**config.mk**
```make
export PLATFORM = sky130hd
export DESIGN_NAME = tlv_context_list_deframer_flat
export DESIGN_NICKNAME = d
export VERILOG_FILES = /design/src/sv/tlvd_pkg.sv /design/src/sv/tlvd_in_if.sv /design/src/sv/tlvd_out_if.sv /design/src/sv/tlvd_parse.sv /design/src/sv/tlv_context_list_deframer.sv /design/src/flat_wrapper.sv
export SDC_FILE = /design/constraint.sdc
export NUM_CORES = 1
export LEC_CHECK = 0
export ABC_AREA = 0
export BUFFER_PORTS_ARGS = -buffer_cell sky130_fd_sc_hd__buf_2
export CAP_MARGIN = 25
export CORE_MARGIN = 4
export CORE_UTILIZATION = 50
export CTS_CLUSTER_DIAMETER = 200
export DETAILED_ROUTE_END_ITERATION = 10
export GPL_ROUTABILITY_DRIVEN = 0
export PLACE_DENSITY = 0.69
export SYNTH_ARGS = -nofsm -noshare
export SYNTH_HDL_FRONTEND = slang
export SYNTH_HIERARCHICAL = 1
export SYNTH_SLANG_ARGS = --single-unit
```
**constraint.sdc**
```tcl
create_clock -name clk_i -period 4.3 [get_ports clk_i]
set_input_delay 0.215 -clock clk_i [delete_from_list [all_inputs] [get_ports clk_i]]
set_output_delay 0.215 -clock clk_i [all_outputs]
set_load 0.01 [all_outputs]
```
**src/sv/tlvd_pkg.sv**
```systemverilog
package tlvd_pkg;

  typedef enum logic [1:0] {
    PH_HEADER  = 2'd0,
    PH_PAYLOAD = 2'd1,
    PH_PAD     = 2'd2
  } phase_e;

  typedef enum logic [1:0] {
    ROLE_HEADER  = 2'd0,
    ROLE_PAYLOAD = 2'd1,
    ROLE_PAD     = 2'd2
  } role_e;

  typedef enum logic [1:0] {
    ST_RUN = 2'd0,
    ST_OK  = 2'd1,
    ST_BAD = 2'd2
  } status_e;

  // Header byte positions
  localparam logic [2:0] HDR_TYPE_LO = 3'd0;
  localparam logic [2:0] HDR_TYPE_HI = 3'd1;
  localparam logic [2:0] HDR_LEN_LO  = 3'd2;
  localparam logic [2:0] HDR_LEN_HI  = 3'd3;
  localparam logic [2:0] HDR_LAST    = 3'd7;

  localparam logic [15:0] COUNT_MAX = 16'hFFFF;

  typedef struct packed {
    logic [7:0] in_byte;
    logic       buffer_end;
  } item_t;

  typedef struct packed {
    role_e       byte_role;
    logic [15:0] record_type;
    logic [7:0]  payload_byte;
    logic        record_end;
    logic [15:0] records_seen;
    status_e     status;
  } result_t;

  // Pad bytes needed after a payload of len bytes to reach an 8-byte boundary
  function automatic logic [2:0] pad_after(input logic [15:0] len);
    return 3'd0 - len[2:0];
  endfunction

endpackage

```
**src/sv/tlvd_in_if.sv**
```systemverilog
interface tlvd_in_if;
  logic       valid;
  logic       ready;
  logic [7:0] in_byte;
  logic       buffer_end;

  modport source (output valid, output in_byte, output buffer_end, input ready);
  modport sink   (input valid, input in_byte, input buffer_end, output ready);
endinterface

```
**src/sv/tlvd_out_if.sv**
```systemverilog
interface tlvd_out_if;
  logic        valid;
  logic        ready;
  logic [1:0]  byte_role;
  logic [15:0] record_type;
  logic [7:0]  payload_byte;
  logic        record_end;
  logic [15:0] records_seen;
  logic [1:0]  status;

  modport source (output valid, output byte_role, output record_type, output payload_byte,
                  output record_end, output records_seen, output status, input ready);
  modport sink   (input valid, input byte_role, input record_type, input payload_byte,
                  input record_end, input records_seen, input status, output ready);
endinterface

```
**src/sv/tlvd_parse.sv**
```systemverilog
module tlvd_parse
  import tlvd_pkg::*;
(
  input  logic    clk_i,
  input  logic    rst_ni,
  input  logic    step_i,
  input  item_t   item_i,
  output result_t res_o
);

  phase_e      phase_q, phase_d;
  logic [2:0]  hdr_idx_q, hdr_idx_d;
  logic [15:0] held_type_q, held_type_d;
  logic [15:0] held_len_q, held_len_d;
  logic [15:0] pay_left_q, pay_left_d;
  logic [2:0]  pad_left_q, pad_left_d;
  logic [15:0] count_q, count_d;
  logic        finish;

  always_comb begin
    phase_d     = phase_q;
    hdr_idx_d   = hdr_idx_q;
    held_type_d = held_type_q;
    held_len_d  = held_len_q;
    pay_left_d  = pay_left_q;
    pad_left_d  = pad_left_q;
    count_d     = count_q;
    finish      = 1'b0;

    res_o.byte_role    = ROLE_HEADER;
    res_o.record_type  = '0;
    res_o.payload_byte = '0;
    res_o.record_end   = 1'b0;
    res_o.status       = ST_RUN;

    case (phase_q)
      PH_PAYLOAD: begin
        res_o.byte_role    = ROLE_PAYLOAD;
        res_o.payload_byte = item_i.in_byte;
        res_o.record_type  = held_type_q;
        pay_left_d         = pay_left_q - 16'd1;
        if (pay_left_d == '0) begin
          finish = 1'b1;
        end
      end
      PH_PAD: begin
        res_o.byte_role = ROLE_PAD;
        pad_left_d      = pad_left_q - 3'd1;
        if (pad_left_d == '0) begin
          phase_d = PH_HEADER;
        end
      end
      default: begin
        case (hdr_idx_q)
          HDR_TYPE_LO: held_type_d = {8'd0, item_i.in_byte};
          HDR_TYPE_HI: held_type_d = {item_i.in_byte, held_type_q[7:0]};
          HDR_LEN_LO:  held_len_d  = {8'd0, item_i.in_byte};
          HDR_LEN_HI:  held_len_d  = {item_i.in_byte, held_len_q[7:0]};
          default: ;
        endcase
        if (hdr_idx_q == HDR_LAST) begin
          hdr_idx_d  = '0;
          pay_left_d = held_len_q;
          if (held_len_q == '0) begin
            res_o.record_type = held_type_q;
            finish            = 1'b1;
          end else begin
            phase_d = PH_PAYLOAD;
          end
        end else begin
          hdr_idx_d = hdr_idx_q + 3'd1;
          phase_d   = PH_HEADER;
        end
      end
    endcase

    // Close the record: bump the count and go pad or straight to the next header
    if (finish) begin
      res_o.record_end = 1'b1;
      if (count_q != COUNT_MAX) begin
        count_d = count_q + 16'd1;
      end
      pad_left_d = pad_after(held_len_q);
      phase_d    = (pad_left_d != '0) ? PH_PAD : PH_HEADER;
    end

    res_o.records_seen = count_d;

    // End of buffer: report status and drop all state for the next buffer
    if (item_i.buffer_end) begin
      res_o.status = finish ? ST_OK : ST_BAD;
      phase_d      = PH_HEADER;
      hdr_idx_d    = '0;
      held_type_d  = '0;
      held_len_d   = '0;
      pay_left_d   = '0;
      pad_left_d   = '0;
      count_d      = '0;
    end
  end

  always_ff @(posedge clk_i or negedge rst_ni) begin
    if (!rst_ni) begin
      phase_q     <= PH_HEADER;
      hdr_idx_q   <= '0;
      held_type_q <= '0;
      held_len_q  <= '0;
      pay_left_q  <= '0;
      pad_left_q  <= '0;
      count_q     <= '0;
    end else if (step_i) begin
      phase_q     <= phase_d;
      hdr_idx_q   <= hdr_idx_d;
      held_type_q <= held_type_d;
      held_len_q  <= held_len_d;
      pay_left_q  <= pay_left_d;
      pad_left_q  <= pad_left_d;
      count_q     <= count_d;
    end
  end

endmodule

```
**src/sv/tlv_context_list_deframer.sv**
```systemverilog
// TLV context list deframer.
// in_i carries one buffer byte per beat (in_byte) with buffer_end set on the
// final byte. out_o gives exactly one result beat per input beat, in order:
// the byte's role (header, payload, pad), the record type, the payload byte,
// a record_end flag, the saturating count of records done in this buffer and,
// on the final byte only, the status (parsed fine or invalid).
// A beat accepted on in_i sits in the input register, the parse logic works on it
// there, and the result register captures the outcome once its slot is free.
// Throughput: one byte per cycle while the receiver keeps taking results, set
// by the single parse step; the parser state advances once per byte with no
// iteration.
// Reset (rst_ni low, asynchronous) empties both registers and returns the
// parser to the start of a header with a zero record count; the end of each
// buffer does the same to the parser state.
// When the receiver stalls, the result register holds its beat, the input
// register fills with the next byte, and in_i.ready then drops until the
// result is taken. Nothing is lost or repeated.
module tlv_context_list_deframer
  import tlvd_pkg::*;
(
  input  logic        clk_i,
  input  logic        rst_ni,
  tlvd_in_if.sink     in_i,
  tlvd_out_if.source  out_o
);

  logic    in_vld_q;
  item_t   in_q;
  logic    out_vld_q;
  result_t out_q;
  result_t res;
  logic    advance;

  // Move the held byte into the result register when that slot frees up
  assign advance    = in_vld_q && (!out_vld_q || out_o.ready);
  assign in_i.ready = !in_vld_q || advance;

  always_ff @(posedge clk_i or negedge rst_ni) begin
    if (!rst_ni) begin
      in_vld_q <= 1'b0;
    end else if (in_i.ready) begin
      in_vld_q <= in_i.valid;
    end
  end

  always_ff @(posedge clk_i) begin
    if (in_i.ready && in_i.valid) begin
      in_q.in_byte    <= in_i.in_byte;
      in_q.buffer_end <= in_i.buffer_end;
    end
  end

  tlvd_parse u_parse (
    .clk_i  (clk_i),
    .rst_ni (rst_ni),
    .step_i (advance),
    .item_i (in_q),
    .res_o  (res)
  );

  always_ff @(posedge clk_i or negedge rst_ni) begin
    if (!rst_ni) begin
      out_vld_q <= 1'b0;
    end else if (advance) begin
      out_vld_q <= 1'b1;
    end else if (out_o.ready) begin
      out_vld_q <= 1'b0;
    end
  end

  always_ff @(posedge clk_i) begin
    if (advance) begin
      out_q <= res;
    end
  end

  assign out_o.valid        = out_vld_q;
  assign out_o.byte_role    = out_q.byte_role;
  assign out_o.record_type  = out_q.record_type;
  assign out_o.payload_byte = out_q.payload_byte;
  assign out_o.record_end   = out_q.record_end;
  assign out_o.records_seen = out_q.records_seen;
  assign out_o.status       = out_q.status;

  // A clean end of buffer always lands on a record's closing byte
  a_ok_on_record_end: assert property (@(posedge clk_i) disable iff (!rst_ni)
    (out_vld_q && out_q.status == ST_OK) |-> out_q.record_end)
    else $error("status ok without record end");

  // A pad byte never closes a record
  a_pad_no_end: assert property (@(posedge clk_i) disable iff (!rst_ni)
    (out_vld_q && out_q.byte_role == ROLE_PAD) |-> !out_q.record_end)
    else $error("record end on pad byte");

  // Both registers full and the receiver stalled: no new byte is taken
  a_backpressure: assert property (@(posedge clk_i) disable iff (!rst_ni)
    (in_vld_q && out_vld_q && !out_o.ready) |-> !in_i.ready)
    else $error("input taken while pipeline blocked");

  // A byte moved into the result register is presented on the next cycle
  a_advance_shows: assert property (@(posedge clk_i) disable iff (!rst_ni)
    advance |=> out_vld_q)
    else $error("advanced beat not presented");

endmodule
```
**src/flat_wrapper.sv**
```systemverilog
// flat-port wrapper written by rule: the top's interface ports become plain ports
module tlv_context_list_deframer_flat import tlvd_pkg::*;
  (clk_i, rst_ni, in_i_valid, in_i_in_byte, in_i_buffer_end, in_i_ready, out_o_valid, out_o_byte_role, out_o_record_type, out_o_payload_byte, out_o_record_end, out_o_records_seen, out_o_status, out_o_ready);
  tlvd_in_if in_i_i ();
  tlvd_out_if out_o_i ();
  input  logic clk_i;
  input  logic rst_ni;
  input wire logic [$bits(in_i_i.valid)-1:0] in_i_valid;
  input wire logic [$bits(in_i_i.in_byte)-1:0] in_i_in_byte;
  input wire logic [$bits(in_i_i.buffer_end)-1:0] in_i_buffer_end;
  output wire logic [$bits(in_i_i.ready)-1:0] in_i_ready;
  output wire logic [$bits(out_o_i.valid)-1:0] out_o_valid;
  output wire logic [$bits(out_o_i.byte_role)-1:0] out_o_byte_role;
  output wire logic [$bits(out_o_i.record_type)-1:0] out_o_record_type;
  output wire logic [$bits(out_o_i.payload_byte)-1:0] out_o_payload_byte;
  output wire logic [$bits(out_o_i.record_end)-1:0] out_o_record_end;
  output wire logic [$bits(out_o_i.records_seen)-1:0] out_o_records_seen;
  output wire logic [$bits(out_o_i.status)-1:0] out_o_status;
  input wire logic [$bits(out_o_i.ready)-1:0] out_o_ready;
  assign in_i_i.valid = in_i_valid;
  assign in_i_i.in_byte = in_i_in_byte;
  assign in_i_i.buffer_end = in_i_buffer_end;
  assign in_i_ready = in_i_i.ready;
  assign out_o_valid = out_o_i.valid;
  assign out_o_byte_role = out_o_i.byte_role;
  assign out_o_record_type = out_o_i.record_type;
  assign out_o_payload_byte = out_o_i.payload_byte;
  assign out_o_record_end = out_o_i.record_end;
  assign out_o_records_seen = out_o_i.records_seen;
  assign out_o_status = out_o_i.status;
  assign out_o_i.ready = out_o_ready;
  tlv_context_list_deframer u_core (.clk_i(clk_i), .rst_ni(rst_ni), .in_i(in_i_i), .out_o(out_o_i));
endmodule
```
* Word-level counts from Yosys, hierarchy flattened
Index checks and enable logic that the tools add are counted.
Cells by class: bitwise operators 0, equality and inequality tests 14, mux-type cells 37, $lt $le $gt $ge 0, div/mod/pow operators 0, reduce and logical (&&, ||, !) cells 27, $add $sub $neg 5, multipliers 0, shift-type cells 0
Operators with widths (count):
- $mux 16 | 11
- $pmux 16 s2 | 4
- $logic_not 16->1 | 2
- $mux 3 | 6
- $add 16x1->16 const B | 1
- $ne 16x16->1 const B | 1
- $sub 16x1->16 const B | 1
- $reduce_bool 3->1 | 5
- $mux 2 | 7
- $reduce_and 4->1 | 3
- $reduce_and 3->1 | 3
- $ne 2x1->1 const B | 4
- $pmux 2 s2 | 2
- $eq 3x2->1 const B | 2
- $logic_not 3->1 | 2
- $mux 1 | 6
- $reduce_bool 2->1 | 3
- $ne 5x3->1 const B | 1
- $ne 4x3->1 const B | 1
- $reduce_and 2->1 | 2
- $add 3x1->3 const B | 1
- $eq 3x1->1 const B | 1
- $eq 3x3->1 const B | 1
- $ne 3x2->1 const B | 1
- other kinds (9) | 12
Word-level totals: output and inout bits 47, memories 0, memory bits (read-only) 0, latch bits 0, word-level logic and storage cells 102, flip-flop bits (word level) 128, bits of input ports 13, memory bits (writable) 0

* Depth between registers and ports, before layout
Gate-level depths: netlist of the first run.
word-level depth 6, depth in mapped cells 10, depth with buffers taken out 8

* Modules after synthesis
Netlist of the first run, hierarchy kept.
By module, submodules not included:
- tlvd_parse | sequential area each 1801.7 um^2, area an instance 4564.4 um^2, cells an instance 509, instances 1
- tlv_context_list_deframer | sequential area each 1671.6 um^2, area an instance 1725.4 um^2, cells an instance 62, instances 1

* Worst setup path before layout of the first run
No wires, ideal clock.
path type reg2reg, start reg u_core.u_parse.hdr_idx_q[0], end reg u_core.out_q, in the netlist u_core/out_o.records_seen[15] (data pin), arrival 2699 ps, required time 4038 ps, buffers on the path 1, period minus slack after synthesis 2961 ps, setup slack 1339 ps, stages on the path, launching flop included 10, library setup time 262 ps, cells stage by stage dfrtp_1 ha_1 ha_1 or4b_2 nor4_1 nand2_1 o41ai_4 buf_4 nand3_1 mux2_1
RTL lines:
- start: declaration | RTL line tlvd_parse.sv:12 | logic [2:0] hdr_idx_q, hdr_idx_d;
- start signal: assignment | RTL line tlvd_parse.sv:113 | hdr_idx_q <= hdr_idx_d;
- end signal: assignment | RTL line tlv_context_list_deframer.sv:73 | out_q <= res;
- end: declaration | RTL line tlv_context_list_deframer.sv:30 | result_t out_q;

==> flow_results.org, run 1 <==
** Final layout
- In the final layout, the share of cells above drive strength 1 is 0.180.
- Relative to the synthesized area, the layout overhead comes to 18.9%.
- In the final design database the tool counted 665 nets.
- Summing all multi-input logic gate instances after layout gives 2600 µm².
- FF/Latch Area :: 3470 µm²
- Number of antenna diodes :: 0
- After filler insertion, the fill cell instance count of the layout stands at 955.

** Drt
- Number of remaining DRC errors :: 0
- Once detail routing completed, the nets flagged for antenna violations numbered 0.
- Routed wire length per instance :: 17.5 µm
- For this block, the initial DRC count from the detailed router was 445.
- Number of vias per cell :: 5.76
- Vias :: 4714
- Routed wire length :: 14.3 mm
- Total iterations of the first detailed-routing run :: 6

** Global routing
- Pin count of the biggest net entering global routing :: 74
- The initial antenna violation count was 0.
- Total routing usage reported by global routing :: 0.205
- The number of global-route vias before repair is 4714.
- The total overflow left after global routing is 0.
- The first global-routing pass estimated 23.3 mm of wire.

** Yosys
- Share of the synthesized area in the top cell type :: 0.294
- Nets in the synthesized netlist :: 599
- The most used flip-flop cell after synthesis is sky130_fd_sc_hd__dfrtp_1.
- The mapped netlist covers 6290 µm².
- Synthesis produced a netlist whose cell count is 571.
- Synthesized area per cell :: 11.0 µm²
- Cell types with the highest counts after synthesis :: sky130_fd_sc_hd__dfrtp_1 (74), sky130_fd_sc_hd__nand2_1 (66), sky130_fd_sc_hd__edfxtp_1 (54)
- Counting distinct cell types in the post-synthesis netlist gives 65.
- In the synthesized netlist the async set-or-reset flop fraction comes to 0.578.
- Post-synthesis cell type with the largest combined area :: sky130_fd_sc_hd__dfrtp_1
- The synthesized design contains 54 enable-type register cells.
- The Yosys step of the flow raised 6 warnings.
- Number of synthesized register bits :: 128
- Share of the yosys chip area belonging to registers :: 0.552
- After synthesis, the cell types taking the most area are sky130_fd_sc_hd__dfrtp_1 (29%), sky130_fd_sc_hd__edfxtp_1 (26%), sky130_fd_sc_hd__a22o_1 (4.2%).
- By instance count, the leading cell after synthesis is sky130_fd_sc_hd__dfrtp_1.

** Outcome
- The run finished with clean final reports.

** Timing
- The final number of hold-violating endpoints was 0.
- At the pin with the least slew margin, the transition time is 896 ps.
- Final setup viols :: 0
- Adding up every negative setup slack in the final design gives 0 ps.
- In the finished design, the share of the clock period the worst path needs comes to 0.798.
- Derived from the worst setup path, the maximum achievable clock frequency is 291 MHz.
- Setup repair after global routing missed its margin :: no
- Worst clock skew on the final layout :: 9.66 ps
- The final count of pins violating max slew came to 0.
- Hold timing on the final database bottoms out at a slack of 83.6 ps.
- The smallest clock period supported by the final layout is computed as 3430 ps.
- Measured against its own limit, the worst slew margin works out to 0.399.

** Power
- IR analysis of the VDD net gives a maximum drop of 0.000301 V.
- Dividing total power by cell area gives a power density of 461 nW/µm².
- Summed over all cells, the static leakage comes to 3.25 nW.

** Clock tree
- The H-tree was split into 4 levels.
- The clock passes through at most 2 buffers.
- For this design, the sink count on the clock tree is 128.
- Buffers inserted during clock tree synthesis total 17.
- Clock input transition at the sequential cells of the worst setup and hold paths :: 60 ps
- TritonCTS built the clock tree.
- For the worst-skew pair, the clock arrives at the later sink with an insertion delay of 420 ps.
- Root Driver :: sky130_fd_sc_hd__clkbuf_16

** Floorplan
- I/O pin total :: 60
- Area of the die :: 14400 µm²
- In this run the standard cell core region covers 12200 µm².
- The floorplan step set the die height to 120 µm.
- Horizontal extent of the die :: 120 µm
- Number of cell rows :: 40
- Effective utilization at floorplan :: 0.517

** Critical path
- The startpoint identified for the worst register-to-register timing path is u_core/u_parse/hdr_idx_q[0].
- Nature of the critical path startpoint :: flip-flop
- The signal on the critical path passes through ha_1, ha_1, or4b_2, nor4_1, o211ai_1, o41a_1, or3_4, xnor2_1.
- Of all nets on the critical path, the largest fanout is 17.
- The endpoint identified for the worst register-to-register timing path is u_core/out_o.records_seen[8].
- The worst setup path is of the reg2reg kind.
- FF-to-FF path depth :: 8
- On the critical path, the stage with the largest delay is an instance of sky130_fd_sc_hd__or4b_2.
- Data on the critical path arrives at its endpoint at 3600 ps.
- Worst R2R Setup Slack :: 870 ps
- Kind of end point of the critical path :: flip-flop
- Most frequent cell on the critical path :: sky130_fd_sc_hd__ha_1
- Slowest stage delay, CP :: 620 ps
- For the worst setup path, the data required time is 4470 ps.

** Flow run
- Max-cap violation count :: 0

** Hold path
- Kind of path behind the tightest hold check :: in2reg
- The worst hold path was traced through 3 stages.
- The worst hold path terminates at u_core/out_o.valid.
- Hold Path Origin :: out_o_ready

** Place
- The HPWL after detailed placement is 9.24 mm.
- Number of buffer cells added on primary ports :: 59
==> logic make-up after synthesis <==
group / Yosys count / synth area share
buf+inv: 52 / 0.0344
mux: 7 / 0.0119
simple gates: 217 / 0.182
xor+xnor: 23 / 0.0320
compound gates: 129 / 0.158
fa+ha+maj: 15 / 0.0298
flops: 128 / 0.552
==> worst max-delay path by stage <==
stage                                                to  slack, ps  cells past startpoint                          from
after floorplan           u_core/out_o.records_seen[15]       1340                      9   u_core/u_parse/hdr_idx_q[0]
after global placement    u_core/out_o.records_seen[14]        870                      8  u_core/u_parse/pay_left_q[0]
after detailed placement  u_core/out_o.records_seen[15]        900                      9   u_core/u_parse/hdr_idx_q[0]
after CTS                 u_core/out_o.records_seen[15]        910                      9   u_core/u_parse/hdr_idx_q[0]
after global routing      u_core/out_o.records_seen[15]        740                      9   u_core/u_parse/hdr_idx_q[0]
final                      u_core/out_o.records_seen[8]        870                      8   u_core/u_parse/hdr_idx_q[0]
==> through the flow <==
| step | cells | utilization | area, µm² | worst slack (ps) | total power, W |
|---|---|---|---|---|---|
| after floorplan | 571 | - | 6290 | 1340 | 0.00180 |
| after CTS | 817 | 0.613 | 7450 | 908 | 0.00346 |
| after global placement | 773 | 0.552 | 6710 | 870 | 0.00193 |
| after detailed placement | 774 | 0.553 | 6720 | 895 | 0.00195 |
| after global routing | 818 | 0.615 | 7480 | 738 | 0.00360 |
| final | 818 | 0.615 | 7480 | 867 | 0.00345 |
==> registers in the layout, indices dropped and copies added, names as in the netlist <==
| signal | flops |
|---|---|
| u_core/out_o.records_seen | 16 |
| u_core/u_parse/phase_q | 2 |
| u_core/u_parse/pay_left_q | 16 |
| u_core/out_o.valid | 1 |
| u_core/out_o.byte_role | 2 |
| u_core/out_o.record_end | 1 |
| u_core/out_o.status | 2 |
| u_core/u_parse/count_q | 16 |
| u_core/u_parse/hdr_idx_q | 3 |
| u_core/out_o.record_type | 16 |
| u_core/u_parse/pad_left_q | 3 |
| u_core/out_o.payload_byte | 8 |
| u_core/in_q | 9 |
| u_core/in_vld_q | 1 |
| u_core/u_parse/held_len_q | 16 |
| u_core/u_parse/held_type_q | 16 |
==> cell type report <==
cell class                 instances  share of cell area
timing repair buffer              79              0.0669
sequential                       128               0.464
inverter                          20              0.0100
tap                              168              0.0281
multi-input combinational        391               0.348
clock buffer                      18              0.0574
clock inverter                    14              0.0254
==> power by group <==
part           switching (W)  internal, W  leakage, nW
registers          0.0000880      0.00140         1.54
clock network       0.000543     0.000969        0.300
logic               0.000272     0.000182         1.41
total               0.000902      0.00255         3.25
==> placed cells by master, fill, tap and decap left out, types with 3 or more instances in the layout <==
master                          count
sky130_fd_sc_hd__or4_1              5
sky130_fd_sc_hd__or4b_2             3
sky130_fd_sc_hd__o21ai_1            3
sky130_fd_sc_hd__xnor2_1           12
sky130_fd_sc_hd__a221o_1            3
sky130_fd_sc_hd__mux2i_1            3
sky130_fd_sc_hd__nand3_1           16
sky130_fd_sc_hd__o22ai_1            4
sky130_fd_sc_hd__and2_1            14
sky130_fd_sc_hd__dlygate4sd3_1     11
sky130_fd_sc_hd__buf_4              7
sky130_fd_sc_hd__inv_1             19
sky130_fd_sc_hd__clkinv_2           4
sky130_fd_sc_hd__nand4_1            7
sky130_fd_sc_hd__nor2b_1           24
sky130_fd_sc_hd__nor3b_1            3
sky130_fd_sc_hd__buf_2             59
sky130_fd_sc_hd__xor2_1            11
sky130_fd_sc_hd__a22o_1            30
sky130_fd_sc_hd__edfxtp_1          54
sky130_fd_sc_hd__nor4_1             8
sky130_fd_sc_hd__and3_1             6
sky130_fd_sc_hd__and4_1             3
sky130_fd_sc_hd__dfrtp_1           74
sky130_fd_sc_hd__a21oi_1           19
sky130_fd_sc_hd__nor3_1             7
sky130_fd_sc_hd__ha_1              15
sky130_fd_sc_hd__a31oi_1            6
sky130_fd_sc_hd__nor2_1            34
sky130_fd_sc_hd__nand3b_1           3
sky130_fd_sc_hd__nand2b_1           8
sky130_fd_sc_hd__bufinv_16          4
sky130_fd_sc_hd__clkinv_4           3
sky130_fd_sc_hd__nand2_1           66
sky130_fd_sc_hd__o31ai_1            6
sky130_fd_sc_hd__clkbuf_16         17
sky130_fd_sc_hd__o21ai_0           27
sky130_fd_sc_hd__o211ai_1           7
==> routing by layer <==
layer | vias to the layer above | track usage | wire length (µm)
li1 | 2222 | - | -
met1 | 2324 | 0.270 | 6340
met2 | 147 | 0.321 | 6950
met3 | 21 | 0.0561 | 794
met4 | 0 | 0.0866 | 227
met5 | - | 0 | 0
==> worst max-delay path, delay by kind of cell, from the launching register on <==
family,cells,cell delay [ps]
AO/OA/AOI/OAI,2,670
AND/OR/NAND/NOR,3,1540
flip-flops,1,420
adder cells (fa/ha/maj),2,430
XOR/XNOR,1,130
==> repair_timing <==
item | in CTS | in global routing
setup buffers | 0 | 0
hold endpoints to repair | 49 | 0
resized for setup | 0 | 0
hold buffers | 11 | 0
(Power assumes the default switching activity.)
==> run 2, diff against run 1 <==
clock period = 3.3 ns   (was 4.3 ns; I/O delays follow)
==> flow_results.org, run 2 (synthesis results as in run 1) <==
** Outcome
- Status :: completed

** Critical path
- Data arrival time of the critical path :: 3540 ps
- CP max-delay cell :: sky130_fd_sc_hd__or4b_2
- Kind of end point of the critical path :: flip-flop
- Timing endpoint of the critical path :: u_core/u_parse/count_q[5]
- Crit Path Category :: reg2reg
- The critical path starts at u_core/u_parse/hdr_idx_q[0].
- The number of buffers and inverters on the critical path is 1.
- Largest fanout on the critical path :: 8
- The endpoint identified for the worst register-to-register timing path is u_core/u_parse/count_q[5].
- Broken down by cell family, the worst path's largest delay share belongs to simple AND/OR/NAND/NOR gates.
- Most frequent cell on the critical path :: sky130_fd_sc_hd__ha_1
- For the worst setup path, the data required time is 3640 ps.
- Sequence of cells on the critical path :: ha_1, ha_1, or4b_2, nor4_2, o211ai_1, o41a_1, buf_4, or4_1, nand3_1
- Worst R2R Setup Slack :: 110 ps
- Slowest stage delay, CP :: 650 ps
- FF-to-FF path depth :: 9
- Nature of the critical path startpoint :: flip-flop
- The startpoint identified for the worst register-to-register timing path is u_core/u_parse/hdr_idx_q[0].
- Cell count along the critical path :: 9

** Clock tree
- Clock tree from TritonCTS :: built
- The H-tree was split into 4 levels.
- Clock latency on the worst-skew pair :: 420 ps
- The tree built by TritonCTS fans out to 128 sinks.
- Clock input transition at the sequential cells of the worst setup and hold paths :: 60 ps
- Number of buffers created by CTS :: 17
- Root Driver :: sky130_fd_sc_hd__clkbuf_16
- Counting along the longest clock path gives a buffer depth of 2.

** Floorplan
- Horizontal extent of the die :: 120 µm
- Die boundary height :: 120 µm
- Effective utilization at floorplan :: 0.517
- Number of cell rows :: 40
- The floorplan step defined a die boundary enclosing 14400 µm².
- 60 I/O pins were placed.
- Area inside the core boundary :: 12200 µm²

** Final layout
- Leaving out fill and tap cells, the most frequent cells in the layout are sky130_fd_sc_hd__dfrtp_1 (74), sky130_fd_sc_hd__nand2_1 (66), sky130_fd_sc_hd__buf_2 (59), sky130_fd_sc_hd__edfxtp_1 (54), sky130_fd_sc_hd__nor2_1 (34).
- The layout has 955 filler cells.
- Layout-stage area growth over the synthesis result :: 21.0%
- Summed area of non-filler cells in the final layout :: 7610 µm²
- The number of antenna diodes in the final layout is 0.
- In the final layout, the multi-input gates occupy 2610 µm².
- Fraction of final layout cells sized beyond drive strength 1 :: 0.201
- Leaving out fill and tap cells, the most frequent cell in the layout is sky130_fd_sc_hd__dfrtp_1.
- # nets final :: 678
- Summing all flip-flop and latch instances after layout gives 3470 µm².

** Timing
- On the final layout, the worst clock skew is 12.2 ps.
- Relative slew margins :: 0.366
- Fin crit period :: 3190 ps
- Slew at the pin closest to its max-slew limit :: 944 ps
- Ratio of final minimum period to clock period :: 0.967
- Post-route setup TNS :: 0 ps
- Final hold violations :: 0
- Timing would allow up to 313 MHz.
- Final setup viols :: 0
- The final count of pins violating max slew came to 0.

** Drt
- Total iterations of the first detailed-routing run :: 5
- Count of routing violations after the opening detailed-route iteration :: 637
- Number of antenna-violating nets in the routed design :: 0
- Vias :: 4809
- Number of vias per cell :: 5.79
- Number of remaining DRC errors :: 0
- Routed wire length per instance :: 17.9 µm
- Routed wire length :: 14.9 mm

** Hold path
- The worst hold path belongs to the class in2reg.

** Flow run
- Max-cap violation count :: 0

** Power
- Peak supply drop :: 0.000445 V
- Summed over all cells, the static leakage comes to 3.32 nW.
- Power spread over the standard cell area amounts to 597 nW/µm².

** Global routing
- Pin count of the biggest net entering global routing :: 75
- The number of global-route vias before repair came to 4873.
- First-pass GRT wire length :: 24.7 mm
- Total routing usage reported by global routing :: 0.218
- Global routing finished with a remaining overflow of 0.
- The initial antenna violation count came to 0.

** Place
- Post-DP HPWL :: 9.42 mm
- Area of placed instances :: 6800 µm²
- During placement, the flow inserted port buffers numbering 59.
[run 2: cell types whose count changed in the layout (fill, tap and decap cells not counted), moves of 2 or more]
cell                         change
sky130_fd_sc_hd__buf_4          +13
sky130_fd_sc_hd__clkinv_2        -3
sky130_fd_sc_hd__clkinvlp_4      +2
sky130_fd_sc_hd__inv_6           +2
sky130_fd_sc_hd__nor4_1          -2
sky130_fd_sc_hd__nor4_2          +2
[run 2: area by class of cell]
type / instances / share of cell area
Clock buffer: 17 / 0.0559
Clock inverter: 15 / 0.0273
Inverter: 20 / 0.00987
Tap cell: 168 / 0.0276
Timing Repair Buffer: 92 / 0.0793
Multi-Input combinational cell: 391 / 0.344
Sequential cell: 128 / 0.457
[run 2: worst min path at each step]
stage	from	endpoint	cells past startpoint	slack [ps]
global route	out_o_ready	u_core/out_o.valid	3	30
finish	out_o_ready	u_core/out_o.valid	3	20
CTS	out_o_ready	u_core/out_o.valid	3	10
global placement	in_i_in_byte[5]	u_core/in_q[6]	1	340
detailed placement	in_i_in_byte[4]	u_core/in_q[5]	1	340
floorplan	rst_ni	u_core/in_vld_q	0	-130
[run 2: timing repair]
| item | 4_1_cts | 5_1_grt |
|---|---|---|
| hold buffers | 10 | 1 |
| hold endpoints to repair | 10 | 74 |
| buffers inserted | 0 | 3 |
| resized for setup | 0 | 2 |
| endpoints found under the setup margin | 0 | 14 |
[run 2: routing by layer]
layer,global-route usage,share of wire,vias to the layer above
met2,0.335,0.47,184
met3,0.0594,0.065,37
met4,0.109,0.030,0
li1,-,-,2247
met1,0.285,0.43,2341
met5,0,0,-
[run 2: metrics by stage]
| step | total power [W] | util | hold slack [ps] | cells | setup WS, ps |
|---|---|---|---|---|---|
| 2_1_floorplan | 0.00235 | - | -131 | 571 | 339 |
| 3_3_place_gp | 0.00253 | 0.559 | 343 | 784 | 147 |
| 3_5_place_dp | 0.00255 | 0.559 | 343 | 784 | 54.7 |
| 4_1_cts | 0.00457 | 0.620 | 9.63 | 826 | 42.0 |
| 5_1_grt | 0.00475 | 0.626 | 29.4 | 831 | -11.8 |
| 6_report | 0.00454 | 0.626 | 23.6 | 831 | 109 |
[run 2: worst register-to-register path, stage by stage (launching register included)]
cell and delay (ps):
sky130_fd_sc_hd__dfrtp_1 430, sky130_fd_sc_hd__ha_1 200, sky130_fd_sc_hd__ha_1 250, sky130_fd_sc_hd__or4b_2 650
sky130_fd_sc_hd__nor4_2 380, sky130_fd_sc_hd__o211ai_1 220, sky130_fd_sc_hd__o41a_1 220, sky130_fd_sc_hd__buf_4 200
sky130_fd_sc_hd__or4_1 470, sky130_fd_sc_hd__nand3_1 100
[run 2: power by group]
group          internal, W  switching [W]
logic             0.000253       0.000368
clock network      0.00127       0.000718
registers          0.00182       0.000116
total              0.00334        0.00120
==> run 3, diff against run 2 <==
ABC_AREA = 1   (was 0)
PLACE_DENSITY = default   (was 0.69)
PLACE_DENSITY_LB_ADDON = 0.05   (was default)
==> flow_results.org, run 3 <==
** Place
- Detailed placement ended at an HPWL of 10.3 mm.
- Number of buffer cells added on primary ports :: 59
- At the placement stage, the worst setup path has a slack of 882 ps.

** Critical path
- For this run, the slowest stage of the critical path takes 680 ps.
- Tracing the worst setup path back leads to its startpoint at u_core/in_q[0].
- Top delay family on crit path :: compound AO/OA/AOI/OAI gates
- The critical path goes through inv_2, a21oi_1, buf_4, inv_1, a211oi_2, nand4_1, o21ai_0.
- The critical path contains buffers and inverters numbering 3 combined.
- Nature of the critical path startpoint :: flip-flop
- Across all register-to-register paths, the minimum setup slack is 840 ps.
- Worst r2r src :: u_core/in_q[0]
- Kind of end point of the critical path :: flip-flop
- FF-to-FF path depth :: 7
- Data arrival time of the critical path :: 2790 ps
- The worst register-to-register path ends at u_core/u_parse/held_type_q[7].
- Crit Path Category :: reg2reg
- For the worst setup path, the data required time is 3640 ps.
- Largest fanout on the critical path :: 28
- Among all stages on the critical path, the largest delay is contributed by sky130_fd_sc_hd__a211oi_2.

** Timing
- Relative slew margins :: 0.430
- Final setup viols :: 0
- Slew at the pin closest to its max-slew limit :: 853 ps
- Timing would allow up to 407 MHz.
- The final number of hold-violating endpoints came to 0.
- Smallest setup slack after layout :: 841 ps
- Setup repair after global routing missed its margin :: no
- The final count of pins violating max slew came to 0.
- Fin crit period :: 2460 ps
- Ratio of final minimum period to clock period :: 0.745
- Post-route setup TNS :: 0 ps
- The clock arrives with 8.83 ps of skew.

** Drt
- Across all layers, the routed design uses 5095 vias.
- Total iterations of the first detailed-routing run :: 6
- Routed wire length per instance :: 15.1 µm
- Using the TritonRoute via totals, the vias-per-cell ratio works out to 5.23.
- After detailed routing, the number of remaining DRC violations is 0.
- Number of antenna-violating nets in the routed design :: 0
- Routed wire length :: 14.7 mm
- Count of routing violations after the opening detailed-route iteration :: 389

** Clock tree
- Clock latency on the worst-skew pair :: 420 ps
- CTS built an H-tree with a depth of 4.
- Root Driver :: sky130_fd_sc_hd__clkbuf_16
- TritonCTS created 17 clock buffers.
- Clock tree synthesis found a total of 128 sinks.
- After clock tree synthesis, the clock-pin slew on the worst setup and hold paths is 60 ps.
- TritonCTS built the clock tree.
- No sink is reached through more buffers than the 2 on the longest clock path.

** Yosys
- Number of synthesized register bits :: 128
- Share of the synthesized area in the top cell type :: 0.293
- Synthesis produced a netlist whose cell count is 718.
- Of all flip-flops after synthesis, the portion carrying an async set or reset was 0.578.
- Cell types with the highest counts after synthesis :: sky130_fd_sc_hd__nand2_1 (177), sky130_fd_sc_hd__inv_1 (98), sky130_fd_sc_hd__dfrtp_1 (74)
- The number of nets handed over by synthesis was 746.
- In the post-synthesis netlist, the biggest area contributors are sky130_fd_sc_hd__dfrtp_1 (29%), sky130_fd_sc_hd__edfxtp_1 (26%), sky130_fd_sc_hd__nand2_1 (11%).
- EDFF count, synth :: 54
- Summing every instance area after synthesis gives 6310 µm².
- Post-synth cell types :: 33
- Most instantiated library cell after synthesis :: sky130_fd_sc_hd__nand2_1
- Post-synthesis cell type with the largest combined area :: sky130_fd_sc_hd__dfrtp_1
- Of the synthesized area, sequential elements account for 0.550.
- Synthesized area per cell :: 8.79 µm²
- Most frequently used flop master after synthesis :: sky130_fd_sc_hd__dfrtp_1
- Yosys warning count :: 6

** Floorplan
- The die is 120 µm wide.
- The initial utilization of the core area, before any placement, comes to 0.519.
- The die is 120 µm tall.
- Area of the die :: 14500 µm²
- I/O pin total :: 60
- The floorplan step defined a core boundary enclosing 12200 µm².
- Number of cell rows :: 40

** Global routing
- The first global-routing pass estimated 24.5 mm of wire.
- Initial antenna violation count :: 0
- The number of global-route vias before repair came to 5242.
- Total routing usage reported by global routing :: 0.214
- Entering global routing, the biggest net connects 60 pins.
- Global routing finished with a remaining overflow of 0.

** Outcome
- Status :: completed

** Final layout
- Final-layout fill cell count :: 1065
- The sequential cells in the finished layout cover a total of 3470 µm².
- The library cells used most frequently in the layout, excluding fill and tap cells, are sky130_fd_sc_hd__nand2_1 (177), sky130_fd_sc_hd__inv_1 (98), sky130_fd_sc_hd__dfrtp_1 (74), sky130_fd_sc_hd__o21ai_0 (72), sky130_fd_sc_hd__buf_2 (59).
- Final Util :: 0.618
- Number of antenna diodes :: 0
- The area growth from synthesis to layout is 19.2%.
- After the last flow step, the layout net total stands at 822.
- Area of combinational cells with multiple inputs :: 2350 µm²
- Most common cell after layout, fill and taps aside :: sky130_fd_sc_hd__nand2_1
- Fraction of final layout cells sized beyond drive strength 1 :: 0.154

** Hold path
- Counting instances, the worst hold path has a depth of 4.
- Hold Path Origin :: out_o_ready
- Kind of path behind the tightest hold check :: in2reg
- The path with the worst hold slack has its endpoint at u_core/out_o.valid.

** Power
- Power per cell area :: 596 nW/µm²
- Static leakage :: 3.48 nW
- Peak supply drop :: 0.000471 V
- Total power after layout :: 0.00448 W

** Flow run
- Max-cap violation count :: 0
[run 3: cell count changes in the layout (fill, tap and decap cells not counted), moves of 24 or more]
cell,previous run,this run
sky130_fd_sc_hd__nand3_1,16,40
sky130_fd_sc_hd__nor2b_1,24,0
sky130_fd_sc_hd__o21ai_0,27,72
sky130_fd_sc_hd__nand2_1,66,177
sky130_fd_sc_hd__inv_1,19,98
sky130_fd_sc_hd__a22o_1,30,0
[run 3: through the flow]
step | cells | hold WS (ps) | instance area [µm²]
floorplan | 718 | -131 | 6320
global placement | 932 | 194 | 6790
detailed placement | 932 | 189 | 6790
CTS | 975 | 5.31 | 7520
global route | 975 | 14.5 | 7520
finish | 975 | 31.8 | 7520
[run 3: worst reg2reg max path, delay by kind of cell (launching register included)]
family,cells,cell delay (ps)
buf+inv,3,620
flops,1,560
compound gates,3,1020
simple gates,1,190
[run 3: what timing repair did]
item / CTS / global route
resized for setup: 0 / 0
hold endpoints to repair: 32 / 0
buffers inserted: 0 / 0
hold buffers: 11 / 0
[run 3: routing by layer]
layer / up-vias / global-route usage / share of wire
met2: 133 / 0.354 / 0.49
li1: 2516 / - / -
met1: 2428 / 0.273 / 0.44
met4: 0 / 0.0765 / 0.015
met3: 18 / 0.0552 / 0.051
met5: - / 0 / 0
[run 3: cell type report]
class                           count  area share
Inverter                          102      0.0516
Sequential cell                   128       0.462
Clock inverter                     13      0.0215
Tap cell                          168      0.0280
Timing Repair Buffer               80      0.0639
Multi-Input combinational cell    465       0.313
Clock buffer                       19      0.0602
[run 3: how the worst max path moves through the flow]
stage,slack [ps],endpoint,cells after the start
2_1_floorplan,420,u_core/u_parse/held_len_q[14],8
5_1_grt,450,u_core/u_parse/count_q[13],18
3_5_place_dp,880,u_core/u_parse/held_type_q[7],9
3_3_place_gp,890,u_core/u_parse/count_q[10],16
6_report,840,u_core/u_parse/held_type_q[7],7
4_1_cts,860,u_core/u_parse/held_type_q[7],9
[run 3: logic make-up (layout without fill, tap and decap cells)]
family,after synthesis,in the layout,synth area share
compound gates,119,119,0.104
fa+ha+maj,15,15,0.0297
xor+xnor,16,16,0.0222
buf+inv,125,214,0.0785
simple gates,315,315,0.215
flops,128,128,0.550
[run 3: report_power, final]
group | leakage [nW] | internal (W) | switching, W
combinational | 1.64 | 0.000223 | 0.000450
sequential | 1.54 | 0.00181 | 0.0000805
clock | 0.291 | 0.00123 | 0.000696
total | 3.48 | 0.00326 | 0.00123
